<file path="src/rtl/core/utf8p_pkg.sv">
// Package for the UTF-8 prober: state codes, lookup tables and table access functions.
package utf8p_pkg;

  localparam int unsigned STATE_W = 4;
  localparam int unsigned CLASS_W = 4;
  localparam int unsigned LEN_W   = 3;
  localparam int unsigned COUNT_W = 8;
  localparam int unsigned CONF_W  = 16;

  typedef logic [STATE_W-1:0] state_t;
  typedef logic [CLASS_W-1:0] class_t;
  typedef logic [LEN_W-1:0]   len_t;
  typedef logic [COUNT_W-1:0] count_t;
  typedef logic [CONF_W-1:0]  conf_t;

  localparam state_t ST_START = 4'd0;
  localparam state_t ST_ERROR = 4'd1;
  localparam state_t ST_FOUND = 4'd2;

  localparam len_t   MIN_LEN_RESET = 3'd3;
  localparam count_t COUNT_MAX     = 8'd255;
  localparam count_t CONF_STEPS    = 8'd6;

  // eight 4-bit classes per word, lowest byte in the low nibble
  localparam logic [31:0] BYTE_CLASS_TBL [32] = '{
    32'h11111111, 32'h00111111, 32'h11111111, 32'h11110111,
    32'h11111111, 32'h11111111, 32'h11111111, 32'h11111111,
    32'h11111111, 32'h11111111, 32'h11111111, 32'h11111111,
    32'h11111111, 32'h11111111, 32'h11111111, 32'h11111111,
    32'h33332222, 32'h44444444, 32'h44444444, 32'h44444444,
    32'h55555555, 32'h55555555, 32'h55555555, 32'h55555555,
    32'h66666600, 32'h66666666, 32'h66666666, 32'h66666666,
    32'h88888887, 32'h88988888, 32'hBBBBBBBA, 32'h00FEDDDC
  };

  // next state at index state*16 + class; states 13..15 behave as error
  localparam logic [31:0] TRANS_TBL [32] = '{
    32'hAC111101, 32'h345678B9,
    32'h11111111, 32'h11111111,
    32'h22222222, 32'h22222222,
    32'h11555511, 32'h11111111,
    32'h11555111, 32'h11111111,
    32'h11777711, 32'h11111111,
    32'h11771111, 32'h11111111,
    32'h11999911, 32'h11111111,
    32'h11911111, 32'h11111111,
    32'h11CCCC11, 32'h11111111,
    32'h11C11111, 32'h11111111,
    32'h111CCC11, 32'h11111111,
    32'h11000011, 32'h11111111,
    32'h11111111, 32'h11111111,
    32'h11111111, 32'h11111111,
    32'h11111111, 32'h11111111
  };

  localparam len_t LEAD_LEN_TBL [16] = '{
    3'd0, 3'd1, 3'd0, 3'd0, 3'd0, 3'd0, 3'd2, 3'd3,
    3'd3, 3'd3, 3'd4, 3'd4, 3'd5, 3'd5, 3'd6, 3'd6
  };

  // round(65536 * (1 - 0.99 * 2^-n)) for n = 0..5, then round(65536 * 0.99)
  localparam conf_t CONF_TBL [7] = '{
    16'd655, 16'd33096, 16'd49316, 16'd57426, 16'd61481, 16'd63508, 16'd64881
  };

  function automatic class_t lookup_class(input logic [7:0] b);
    logic [31:0] w;
    w = BYTE_CLASS_TBL[b[7:3]];
    return w[{b[2:0], 2'b00} +: CLASS_W];
  endfunction

  function automatic state_t lookup_next(input state_t st, input class_t cls);
    logic [7:0]  idx;
    logic [31:0] w;
    idx = {st, cls};
    w   = TRANS_TBL[idx[7:3]];
    return w[{idx[2:0], 2'b00} +: STATE_W];
  endfunction

  function automatic conf_t confidence_of(input count_t cnt);
    logic [2:0] n;
    n = (cnt >= CONF_STEPS) ? CONF_STEPS[2:0] : cnt[2:0];
    return CONF_TBL[n];
  endfunction

endpackage

</file>
<file path="src/rtl/core/utf8_charset_prober_core.sv">
// UTF-8 charset prober: one byte per cycle unless stalled; class table, FSM and count.
//
// Takes one byte per cycle, sustained while out_stall is low: the byte is captured
// in an input register, and the class lookup, transition lookup, length select and
// count update run combinationally into the result register. That logic closes the
// loop through the coder state, length and count registers, which is what sets the
// one-byte-per-cycle figure. A result waiting on out_stall does not hold up the input
// register until both stages are full. min_counted_len is written over the always-ready
// cfg port; the user must write it only while no bytes are in flight (not enforced).
module utf8_charset_prober_core (
  input  logic                      clk,
  input  logic                      rst_n,
  input  logic                      in_valid,
  output logic                      in_stall,
  input  logic [7:0]                in_data_byte,
  input  logic                      in_first_of_buffer,
  input  logic                      in_last_of_buffer,
  output logic                      out_valid,
  input  logic                      out_stall,
  output logic [3:0]                out_prober_state,
  output logic [2:0]                out_seq_len,
  output logic [7:0]                out_multibyte_count,
  output logic [15:0]               out_confidence,
  output logic                      out_is_last,
  input  logic                      cfg_valid,
  output logic                      cfg_ready,
  input  logic [2:0]                cfg_min_counted_len
);

  // input stage
  logic        s1_valid_r;
  logic [7:0]  s1_byte_r;
  logic        s1_first_r;
  logic        s1_last_r;

  // prober state
  utf8p_pkg::state_t state_r, state_nxt;
  utf8p_pkg::len_t   len_r, len_nxt;
  utf8p_pkg::count_t count_r, count_nxt;
  utf8p_pkg::len_t   min_len_r;

  // result register
  logic              res_valid_r;
  utf8p_pkg::state_t res_state_r;
  utf8p_pkg::len_t   res_len_r;
  utf8p_pkg::count_t res_count_r;
  utf8p_pkg::conf_t  res_conf_r, conf_nxt;
  logic              res_last_r;

  logic              res_free;
  logic              s1_fire;
  logic              in_fire;
  utf8p_pkg::class_t cls;
  utf8p_pkg::count_t count_base;
  logic              count_inc;

  assign res_free  = !res_valid_r || !out_stall;
  assign s1_fire   = s1_valid_r && res_free;
  assign in_stall  = s1_valid_r && !res_free;
  assign in_fire   = in_valid && !in_stall;
  assign cfg_ready = 1'b1;

  always_comb begin
    cls        = utf8p_pkg::lookup_class(s1_byte_r);
    count_base = s1_first_r ? '0 : count_r;
    len_nxt    = (state_r == utf8p_pkg::ST_START) ? utf8p_pkg::LEAD_LEN_TBL[cls] : len_r;
    state_nxt  = utf8p_pkg::lookup_next(state_r, cls);
    count_inc  = (state_nxt == utf8p_pkg::ST_START) && (len_nxt >= min_len_r) &&
                 (count_base != utf8p_pkg::COUNT_MAX);
    count_nxt  = count_base + {7'd0, count_inc};
    conf_nxt   = (s1_last_r && state_nxt != utf8p_pkg::ST_FOUND) ?
                 utf8p_pkg::confidence_of(count_nxt) : '0;
  end

  always_ff @(posedge clk) begin
    if (!rst_n) begin
      s1_valid_r  <= 1'b0;
      res_valid_r <= 1'b0;
      state_r     <= utf8p_pkg::ST_START;
      len_r       <= '0;
      count_r     <= '0;
      min_len_r   <= utf8p_pkg::MIN_LEN_RESET;
    end else begin
      if (cfg_valid && cfg_ready) begin
        min_len_r <= cfg_min_counted_len;
      end
      if (in_fire) begin
        s1_valid_r <= 1'b1;
      end else if (s1_fire) begin
        s1_valid_r <= 1'b0;
      end
      if (s1_fire) begin
        res_valid_r <= 1'b1;
        state_r     <= state_nxt;
        len_r       <= len_nxt;
        count_r     <= count_nxt;
      end else if (!out_stall) begin
        res_valid_r <= 1'b0;
      end
    end
  end

  always_ff @(posedge clk) begin
    if (in_fire) begin
      s1_byte_r  <= in_data_byte;
      s1_first_r <= in_first_of_buffer;
      s1_last_r  <= in_last_of_buffer;
    end
    if (s1_fire) begin
      res_state_r <= state_nxt;
      res_len_r   <= len_nxt;
      res_count_r <= count_nxt;
      res_conf_r  <= conf_nxt;
      res_last_r  <= s1_last_r;
    end
  end

  assign out_valid           = res_valid_r;
  assign out_prober_state    = res_state_r;
  assign out_seq_len         = res_len_r;
  assign out_multibyte_count = res_count_r;
  assign out_confidence      = res_conf_r;
  assign out_is_last         = res_last_r;

endmodule

</file>
<file path="config.mk">
export PLATFORM = sky130hd
export DESIGN_NAME = utf8_charset_prober_core
export DESIGN_NICKNAME = d
export VERILOG_FILES = /design/src/rtl/core/utf8p_pkg.sv /design/src/rtl/core/utf8_charset_prober_core.sv
export SDC_FILE = /design/constraint.sdc
export NUM_CORES = 1
export LEC_CHECK = 0
export BUFFER_PORTS_ARGS = -buffer_cell sky130_fd_sc_hd__buf_4
export CORE_MARGIN = 2
export CORE_UTILIZATION = 25
export DETAILED_ROUTE_END_ITERATION = 12
export PLACE_DENSITY_LB_ADDON = 0.1
export SYNTH_ARGS = -nofsm -noshare
export SYNTH_HDL_FRONTEND = slang
export SYNTH_SLANG_ARGS = --single-unit
</file>
<file path="constraint.sdc">
create_clock -name clk -period 5.95 [get_ports clk]
set_input_delay 0.595 -clock clk [delete_from_list [all_inputs] [get_ports clk]]
set_output_delay 0.595 -clock clk [all_outputs]
set_load 0.01 [all_outputs]
</file>
==> results of run 1 <==
## state kept, by name (all words and copies together) (netlist names), 3 cells and up
register / cells
out_prober_state: 4
len_r: 3
min_len_r: 3
s1_byte_r: 8
out_confidence: 16
out_multibyte_count: 8
out_seq_len: 3
state_r: 4
count_r: 8
## what timing repair did
action | in CTS | in global routing
gates resized for setup | 0 | 15
setup buffers | 0 | 3
endpoints found under the setup margin | 0 | 12
## synth_stat cells, types with 4 or more instances
cell type / n
o31ai_1: 4
inv_1: 18
a211oi_1: 6
dfxtp_1: 20
a21boi_0: 9
nor2b_1: 7
buf_2: 5
o211ai_1: 5
a31oi_1: 5
nand2_1: 48
clkbuf_1: 9
a21oi_1: 13
nand2b_1: 5
a21o_1: 4
nand3_1: 11
ha_1: 18
and3_1: 4
nor3_1: 7
o21ai_0: 11
nor2_1: 31
edfxtp_1: 42
mux2i_1: 4
## power breakdown
group / switching, mW / leakage [nW] / internal [mW]
Combinational: 0.103 / 1.06 / 0.0761
Sequential: 0.0222 / 0.568 / 0.486
Clock: 0.179 / 0.120 / 0.279
Total: 0.304 / 1.75 / 0.842
## per-stage QoR
step,instance area [um^2],hold WS (ps)
after floorplan,3581,438.9
after global placement,4110,449.7
after detailed placement,4110,452.4
after CTS,4370,419.6
after global routing,4473,417.1
final,4473,435.9
## critical path: cells and delay by family, from the launching register on
| kind | cells | cell delay (ps) |
|---|---|---|
| flip-flops | 1 | 450 |
| AND/OR/NAND/NOR | 7 | 940 |
| buffers and inverters | 3 | 420 |
| AO/OA/AOI/OAI | 11 | 1850 |
| adder cells (fa/ha/maj) | 5 | 1170 |
| XOR/XNOR | 1 | 210 |
## cell families (layout without fill, tap and decap cells)
logic type / count (synthesis) / in the layout / share of synthesized area [%]
AO/OA/AOI/OAI: 99 / 99 / 21.87
XOR/XNOR: 6 / 6 / 1.468
adder cells (fa/ha/maj): 18 / 18 / 6.289
buffers and inverters: 39 / 94 / 5.380
flip-flops: 62 / 62 / 46.40
multiplexers: 5 / 5 / 1.537
other: 1 / 1 / 0.1047
AND/OR/NAND/NOR: 129 / 129 / 16.95
## metal layers
| metal | vias to the layer above | routed length, um | global-route usage, % |
|---|---|---|---|
| met4 | 0 | 196 | 6.108 |
| li1 | 1411 | - | - |
| met1 | 1313 | 3825 | 14.20 |
| met5 | - | 0 | 0 |
| met3 | 12 | 316 | 3.434 |
| met2 | 69 | 4302 | 19.75 |
## final cells by class
cell class	count	area [um^2]
Multi-Input combinational cell	258	1807
Clock inverter	4	23.77
Clock buffer	12	236.5
Timing Repair Buffer	59	442.9
Fill cell	1400	9462
Sequential cell	62	1662
Inverter	19	76.32
Tap cell	180	225.2
## final timing paths
check,depth (start not counted),end
setup reg to reg,27,out_confidence[4]
hold / removal,1,s1_byte_r[0]
setup / recovery,27,out_confidence[4]
hold reg to reg,2,count_r[0]
==> key figures, run 1 <==
Outcome
  – Outcome: finished, final reports clean

Job
  – Max-cap violation count: 0

Placed design
  – Buffers added on ports: approximately 50
  – Placed insts: approximately 580
  – Dpl hpwl: a little over 6 mm
  – Pre-CTS setup slack: approximately 360 ps
  – Placer Congestion: between 0.8 and 0.9

Setup path
  – Flop2flop setup slack: slightly above 600 ps
  – Crit path launch: s1_byte_r[4]
  – Crit path largest cell delay: ~450 ps
  – Crit-path most repeated cell: ha_1
  – Critical path fanouts, max: 7
  – Arrival @ worst endpoint: between 5000 and 6000 ps
  – Critical-path top delay cell: edfxtp_1
  – CP Launch Type: register
  – Required time worst endpoint: about 6000 ps
  – Critical path class: reg -> reg
  – Worst r2r src: s1_byte_r[4]
  – Critical Path End Type: register

Logic synthesis
  – Synth cell types: roughly 70
  – Yosys top cell by area: edfxtp_1
  – Synthesized area: ~0.0036 mm^2
  – Cells after synthesis: roughly 360
  – Most used DFF post-synth: edfxtp_1
  – Fraction of post-synthesis cell area in the top cell type by area: between 30% and 40%
  – Avg Inst Size Synth: approximately 10 um^2
  – Number of synthesized flops with an enable pin: 42
  – Syn. warnings: 0
  – Register area share after synthesis: between 40% and 50%
  – Ys async rst share: 0%
  – Register bit total from synthesis: between 60 and 70
  – Post-synth net total: ~400
  – Synth area leaders: edfxtp_1 (35%), dfxtp_1 (11%), ha_1 (6.3%)

Finish
  – P&R area growth vs syn: 24.91%
  – Layout cell share with drive strength beyond 1: ~25%
  – Final nets: ~450
  – Layout Cells excl Fill: roughly 590
  – Most frequent cells in the layout: buf_4 (59), nand2_1 (47), edfxtp_1 (42)
  – Final core occ: roughly a third
  – N_diodes: 0
  – Most common cell after layout, fill and taps aside: buf_4

Routing
  – DRC Markers: 0
  – Violation count after the first detailed-route iteration: 207
  – Final ANT Viol Nets: 0
  – WL final: roughly 8.6 mm
  – Routed WL per cell: between 10 and 15 um
  – Drt pass-1 iters: 4
  – Via count: ~2800
  – DR vias/cell: 4.722

Hold path
  – Min-Delay Path Class: in -> reg
  – Min-delay src: in_data_byte[0]

Power
  – Pwr/cell area: roughly 260 mW/mm^2
  – Pleak: around 1.7 nW
  – Total chip power: around 1.1 mW
  – VDD IR-drop max: between 0.1 and 0.15 mV

STA
  – Fin Setup TNS: 0 ps
  – Final Hold Violating Endpoints: 0
  – Max Freq: 187.6 MHz
  – RSZ-0062 raised after global routing: no
  – Max Slew Vio Count: 0
  – Final worst slack: between 600 and 700 ps
  – Worst Skew: between 7 and 8 ps
  – Final min period: around 5300 ps
  – Post-route clock period utilization: between 80 and 90%
  – Worst Tran Pin Value: 916.7 ps
  – # setup viols final: 0
  – Slew headroom: 38.76%

Global routing
  – Global-route wire length before repair: approximately 14 mm
  – All-layer global routing usage: a little under an eighth
  – Largest net degree at the start of global routing: 39
  – Global route total overflow: 0
  – Vias in the first global route: roughly 2600
  – Initial antenna violation count: 0

Floorplan
  – Ports: 53
  – Core Rows: between 40 and 50
  – Die footprint: between 0.015 and 0.02 mm^2
  – Initial cell density of the core: about a quarter
  – Core area: between 0.01 and 0.015 mm^2
  – Die width: 123.7 um
  – Die Y: 123.7 um

CTS
  – CTS tree: built
  – Clk sink count: 62
  – Worst-path clk slew: approximately 50 ps
  – # H-tree levels: 3
  – Skew-Pair Late Insertion Delay: 340 ps
  – Num CTS Buffers: 9
  – Hold buffer count at cts: 0
  – Maximum root-to-sink buffer count: 2
  – Root Buffer: clkbuf_16
Power figures use the tool's default switching activity.
==> run 2: changes to the inputs <==
Settings changed: RECOVER_POWER from default to 25.
==> run 2 against run 1 <==
Net effect:
- clock skew hardly changed
- power is 0.39% lower
- first-iteration DRC count shrank 5.3%
==> key figures, run 2 (synthesis gave the netlist of run 1 again) <==
Outcome
  – Outcome: finished, final reports clean (unchanged)

STA
  – Final min period: 5330 ps (about the same)
  – Worst Tran Pin Value: 916.7 ps (about the same)
  – Final Hold Violating Endpoints: 0 (unchanged)
  – # setup viols final: 0 (unchanged)
  – Worst Skew: 7.876 ps (was 7.858 ps)
  – Final worst slack: 619.6 ps (about the same)
  – Max Slew Vio Count: 0 (unchanged)
  – RSZ-0062 raised after global routing: no (unchanged)
  – Fin Setup TNS: 0 ps (unchanged)
  – Post-route clock period utilization: 89.59% (about the same)
  – Max Freq: 187.6 MHz (about the same)
  – Slew headroom: 38.76% (unchanged)

Finish
  – Most frequent cells in the layout: nand2_1 (47), edfxtp_1 (42), nor2_1 (31) (was buf_4 (59), nand2_1 (47), edfxtp_1 (42))
  – Final nets: 445 (unchanged)
  – P&R area growth vs syn: 22.92% (was 24.91%)
  – Fillers: 1416 (was 1400)
  – Layout cell share with drive strength beyond 1: 20.05% (was 24.64%)
  – N_diodes: 0 (unchanged)
  – Largest register FFs: 16 (unchanged)
  – Most common cell after layout, fill and taps aside: nand2_1 (was buf_4)

Setup path
  – Required time worst endpoint: 6020 ps (about the same)
  – Flop2flop setup slack: 620 ps (about the same)
  – Arrival @ worst endpoint: 5400 ps (about the same)
  – Critical Path End Type: register (unchanged)
  – RR Endpoint: out_confidence[4] (unchanged)
  – CP Launch Type: register (unchanged)
  – Critical-path top delay cell: edfxtp_1 (unchanged)
  – Crit path largest cell delay: 450 ps (about the same)
  – Critical path class: reg -> reg (unchanged)
  – Crit path buffers/inverters: 3 (unchanged)
  – Kind of cell adding the most delay to the critical path: compound AO/OA/AOI/OAI gates (unchanged)
  – Worst r2r src: s1_byte_r[4] (unchanged)
  – Cells on worst reg2reg path: 27 (unchanged)
  – Crit-path most repeated cell: ha_1 (unchanged)
  – Critical path fanouts, max: 7 (unchanged)

Routing
  – Violation count after the first detailed-route iteration: 196 (was 207)
  – Via count: 2803 (was 2805)
  – Final ANT Viol Nets: 0 (unchanged)
  – Routed WL per cell: 14.59 um (was 14.55 um)
  – DR vias/cell: 4.719 (was 4.722)
  – Drt pass-1 iters: 4 (unchanged)
  – DRC Markers: 0 (unchanged)
  – WL final: 8.666 mm (was 8.641 mm)

Global routing
  – Largest net degree at the start of global routing: 39 (unchanged)
  – Global-route wire length before repair: 13.70 mm (unchanged)
  – Initial antenna violation count: 0 (unchanged)
  – Vias in the first global route: 2632 (unchanged)
  – All-layer global routing usage: 11.99% (unchanged)
  – Global route total overflow: 0 (unchanged)

Placed design
  – Pre-CTS setup slack: 359.3 ps (unchanged)
  – Buffers added on ports: 51 (unchanged)
  – Placer Congestion: 0.8507 (unchanged)
  – Dpl hpwl: 6.228 mm (unchanged)

CTS
  – Skew-Pair Late Insertion Delay: 340 ps (about the same)
  – Maximum root-to-sink buffer count: 2 (unchanged)
  – Num CTS Buffers: 9 (unchanged)
  – CTS tree: built (unchanged)
  – Root Buffer: clkbuf_16 (unchanged)
  – Clk sink count: 62 (unchanged)
  – Hold buffer count at cts: 0 (unchanged)
  – # H-tree levels: 3 (unchanged)
  – Worst-path clk slew: 50 ps (about the same)

Hold path
  – Hold Path Depth: 1 (unchanged)
  – Min-delay src: in_data_byte[0] (unchanged)
  – Worst hold path endpoint: s1_byte_r[0] (unchanged)
  – Min-Delay Path Class: in -> reg (unchanged)

Power
  – VDD IR-drop max: 0.1061 mV (was 0.1065 mV)
  – Pwr/cell area: 259.3 mW/mm^2 (was 256.2 mW/mm^2)
  – Pleak: 1.675 nW (was 1.747 nW)

Floorplan
  – Ports: 53 (unchanged)
  – Core area: 0.01393 mm^2 (unchanged)
  – Die width: 123.7 um (unchanged)
  – Die Y: 123.7 um (unchanged)
  – Initial cell density of the core: 25.70% (unchanged)
  – Die footprint: 0.01530 mm^2 (unchanged)
  – Core Rows: 43 (unchanged)

Job
  – Max-cap violation count: 0 (unchanged)
[run 2: cell types whose count changed in the layout (fill, tap and decap cells not counted)]
cell / previous run / this run
buf_4: 59 / 30
clkbuf_1: 3 / 22
clkbuf_4: 0 / 10
[run 2: report_power, final]
group          internal (mW)  leakage, nW  total [mW]  switching (mW)
logic                 0.0708        0.986       0.174           0.103
clock network          0.279        0.120       0.459           0.180
registers              0.486        0.568       0.508          0.0221
total                  0.836         1.67        1.14           0.305
[run 2: cell type report]
type	count	area [um^2]	share of cell area, %
Inverter	19	76.32	1.734
Clock buffer	12	236.5	5.372
Sequential cell	62	1662	37.75
Tap cell	180	225.2	5.117
Multi-Input combinational cell	258	1807	41.05
Timing Repair Buffer	59	371.6	8.442
Clock inverter	4	23.77	0.5401
[run 2: how the worst max path moves through the flow]
stage                      start           endpoint  depth (start not counted)
global placement    s1_byte_r[4]  out_confidence[0]                         28
floorplan           s1_byte_r[4]  out_confidence[4]                         27
finish              s1_byte_r[4]  out_confidence[4]                         27
CTS                 s1_byte_r[3]  out_confidence[5]                         28
global route        s1_byte_r[3]  out_confidence[0]                         28
detailed placement  s1_byte_r[3]  out_confidence[5]                         28
[run 2: metal layers]
metal	vias to the layer above	share of wire, %	GRT usage [%]
li1	1411	-	-
met1	1314	44	14.20
met2	65	49	19.75
met3	13	4.2	3.434
met4	0	2.3	6.108
met5	-	0	0
[run 2: worst reg2reg max path, cell delays in order, from the launching register on]
cell and delay, ps:
edfxtp_1 450, inv_1 140, ha_2 230, nand2b_1 80
a22oi_1 190, o32a_1 280, o21ba_2 230, nand2_1 90
a2bb2oi_1 170, a21o_1 210, ha_1 270, nand2b_1 110
a21o_1 120, a21oi_1 60, a31oi_1 140, o311ai_0 170
nor4_2 170, ha_1 230, ha_1 240, nand3_1 110
xor2_1 210, a41oi_2 220, nor4_2 250, buf_4 210
inv_1 70, ha_1 200, nor2_1 130, a211oi_1 70
[run 2: through the flow]
stage / instances / cell area, um^2 / util [%] / power, mW / hold WS [ps]
2_1_floorplan: 359 / 3581 / - / 0.6334 / 438.9
3_3_place_gp: 575 / 4110 / 29.50 / 0.6959 / 449.7
3_5_place_dp: 575 / 4110 / 29.50 / 0.6932 / 452.4
4_1_cts: 591 / 4370 / 31.36 / 1.163 / 419.6
5_1_grt: 594 / 4402 / 31.59 / 1.200 / 440.1
6_report: 594 / 4402 / 31.59 / 1.142 / 455.8
[run 2: repair_timing]
action	4_1_cts	5_1_grt
gates resized for setup	0	15
setup buffers	0	3
setup endpoints to repair	0	12
==> run 3: changes to the inputs <==
Settings changed: CORE_UTILIZATION 25 to 57.
==> run 3 against run 2 <==
Net effect:
- routed wire length decreased by 9.6%
- sequential power about the same
- design area shrank 5.1%
- global-route usage rose by 11 points
- die area decreased by 55%
- non-clock buffer count shrank 3
- via count grew 3.6%
- sequential share of layout area up 2.0 points
- sequential cell count unchanged
- register-to-register slack worse by 220 ps
- cell count decreased by 18%
- fmax shrank 3.9%
==> key figures, run 3 (synthesis gave the netlist of run 1 again) <==
Outcome
  – Outcome: finished, final reports clean (unchanged)

Floorplan
  – Die Y: 83.26 um (was 123.7 um)
  – Die width: 83.26 um (was 123.7 um)
  – Ports: 53 (unchanged)
  – Die footprint: 0.006932 mm^2 (was 0.01530 mm^2)
  – Core Rows: 28 (was 43)
  – Initial cell density of the core: 59.77% (was 25.70%)
  – Core area: 0.005991 mm^2 (was 0.01393 mm^2)

Setup path
  – Crit path buffers/inverters: 2 (was 3)
  – Worst r2r src: s1_byte_r[4] (unchanged)
  – CP Launch Type: register (unchanged)
  – Critical Path End Type: register (unchanged)
  – Critical-path top delay cell: or4_1 (was edfxtp_1)
  – Kind of cell adding the most delay to the critical path: compound AO/OA/AOI/OAI gates (unchanged)
  – Flop2flop setup slack: 400 ps (was 620 ps)
  – Cells on worst reg2reg path: 26 (was 27)
  – Arrival @ worst endpoint: 5610 ps (was 5400 ps)
  – Critical path class: reg -> reg (unchanged)
  – Critical path fanouts, max: 5 (was 7)
  – Required time worst endpoint: 6010 ps (was 6020 ps)
  – Crit-path most repeated cell: ha_1 (unchanged)
  – RR Endpoint: out_confidence[2] (was out_confidence[4])
  – Crit path largest cell delay: 610 ps (was 450 ps)

CTS
  – # H-tree levels: 3 (unchanged)
  – Num CTS Buffers: 9 (unchanged)
  – CTS tree: built (unchanged)
  – Hold buffer count at cts: 0 (unchanged)
  – Clk sink count: 62 (unchanged)
  – Worst-path clk slew: 70 ps (was 50 ps)
  – Root Buffer: clkbuf_8 (was clkbuf_16)
  – Maximum root-to-sink buffer count: 2 (unchanged)
  – Skew-Pair Late Insertion Delay: 330 ps (was 340 ps)

Finish
  – P&R area growth vs syn: 16.63% (was 22.92%)
  – Most common cell after layout, fill and taps aside: nand2_1 (unchanged)
  – Final nets: 442 (was 445)
  – Layout cell share with drive strength beyond 1: 19.95% (was 20.05%)
  – N_diodes: 0 (unchanged)
  – Layout Cells excl Fill: 486 (was 594)
  – Most frequent cells in the layout: nand2_1 (48), edfxtp_1 (42), nor2_1 (31) (was nand2_1 (47), edfxtp_1 (42), nor2_1 (31))
  – Fillers: 469 (was 1416)
  – Cell area after layout: 0.004177 mm^2 (was 0.004402 mm^2)
  – Largest register FFs: 16 (unchanged)

Placed design
  – Placed cell area: 0.003964 mm^2 (was 0.004110 mm^2)
  – Placer Congestion: 0.9269 (was 0.8507)
  – Buffers added on ports: 51 (unchanged)
  – Dpl hpwl: 5.373 mm (was 6.228 mm)
  – Pre-CTS setup slack: -31.72 ps (was 359.3 ps)
  – Placed insts: 468 (was 575)

STA
  – Worst Skew: 9.177 ps (was 7.876 ps)
  – # setup viols final: 0 (unchanged)
  – Final worst slack: 403.4 ps (was 619.6 ps)
  – Fin Setup TNS: 0 ps (unchanged)
  – Post-route clock period utilization: 93.22% (was 89.59%)
  – Max Slew Vio Count: 0 (unchanged)
  – Max Freq: 180.3 MHz (was 187.6 MHz)
  – Slew headroom: 43.68% (was 38.76%)
  – Worst Tran Pin Value: 844.8 ps (was 916.7 ps)
  – Final Hold Violating Endpoints: 0 (unchanged)
  – Final min period: 5547 ps (was 5330 ps)

Power
  – Int Power: 0.7608 mW (was 0.8362 mW)
  – VDD IR-drop max: 0.1786 mV (was 0.1061 mV)
  – Total chip power: 1.046 mW (was 1.142 mW)
  – Pwr/cell area: 250.5 mW/mm^2 (was 259.3 mW/mm^2)
  – NetSw: 0.2852 mW (was 0.3053 mW)
  – Pleak: 1.650 nW (was 1.675 nW)
  – Net Sw Frac: 27.26% (was 26.75%)
  – Comb pwr share: 16.5% (was 15.3%)
  – Flop pwr share: 48.6% (was 44.5%)
  – Share of power burned in the clock network: 34.9% (was 40.2%)

Routing
  – Via count: 2903 (was 2803)
  – Violation count after the first detailed-route iteration: 291 (was 196)
  – Routed WL per cell: 16.13 um (was 14.59 um)
  – DR vias/cell: 5.973 (was 4.719)
  – WL final: 7.837 mm (was 8.666 mm)
  – Drt pass-1 iters: 7 (was 4)
  – Final ANT Viol Nets: 0 (unchanged)
  – DRC Markers: 0 (unchanged)

Hold path
  – Min-delay src: in_first_of_buffer (was in_data_byte[0])
  – Min-Delay Path Class: in -> reg (unchanged)
  – Worst hold path endpoint: s1_first_r (was s1_byte_r[0])
  – Hold Path Depth: 1 (unchanged)

Global routing
  – Vias in the first global route: 2683 (was 2632)
  – Initial antenna violation count: 0 (unchanged)
  – Global route total overflow: 0 (unchanged)
  – Global-route wire length before repair: 13.17 mm (was 13.70 mm)
  – All-layer global routing usage: 23.24% (was 11.99%)
  – Largest net degree at the start of global routing: 45 (was 39)

Job
  – Max-cap violation count: 0 (unchanged)
==> run 3: cell types whose count changed in the layout (fill, tap and decap cells not counted), moves of 2 or more <==
cell	delta
clkbuf_8	+10
clkinvlp_4	-2
clkbuf_1	-4
clkbuf_16	-9
==> run 3: power by group through the flow <==
stage                     logic [mW]  registers (mW)  clock network, mW
after detailed placement       0.170           0.517                  0
final                          0.172           0.508              0.366
after global placement         0.168           0.516                  0
after floorplan                0.124           0.509                  0
after CTS                      0.172           0.507              0.372
after global routing           0.191           0.511              0.396
==> run 3: layout make-up <==
type	count	area [um^2]	share of cell area, %
multi-input combinational	258	1789	42.84
sequential	62	1662	39.78
timing repair buffer	56	356.6	8.538
clock buffer	11	141.4	3.385
tap	75	93.84	2.247
inverter	19	76.32	1.827
clock inverter	5	57.56	1.378
==> run 3: how the worst max path moves through the flow <==
stage / from / endpoint / slack [ps] / cells after the start
2_1_floorplan: s1_byte_r[4] / out_confidence[4] / 740 / 27
3_3_place_gp: s1_byte_r[3] / out_confidence[4] / 180 / 26
3_5_place_dp: s1_byte_r[3] / out_confidence[4] / -30 / 26
4_1_cts: s1_byte_r[4] / out_confidence[5] / 260 / 28
5_1_grt: s1_byte_r[4] / out_confidence[5] / -20 / 26
6_report: s1_byte_r[4] / out_confidence[2] / 400 / 26
==> run 3: metrics by stage <==
stage          hold WS [ps]  utilization [%]
4_1_cts               428.0            69.59
6_report              461.4            69.72
3_3_place_gp          450.7            66.17
3_5_place_dp          455.9            66.17
5_1_grt               446.1            69.72
2_1_floorplan         438.9                -
==> run 3: metal layers <==
| metal | vias to the layer above | track usage [%] | share of wire, % |
|---|---|---|---|
| met2 | 135 | 34.68 | 46 |
| met5 | - | 0 | 0 |
| li1 | 1402 | - | - |
| met3 | 24 | 4.871 | 7.0 |
| met1 | 1342 | 33.51 | 45 |
| met4 | 0 | 8.495 | 2.1 |
==> run 3: timing repair <==
| action | in CTS | in global routing |
|---|---|---|
| pin swaps | 0 | 2 |
| endpoints found under the setup margin | 3 | 16 |
| buffers inserted | 0 | 2 |
| hold endpoints to repair | 0 | 0 |
| cloned | 0 | 0 |
| gates resized for setup | 1 | 11 |
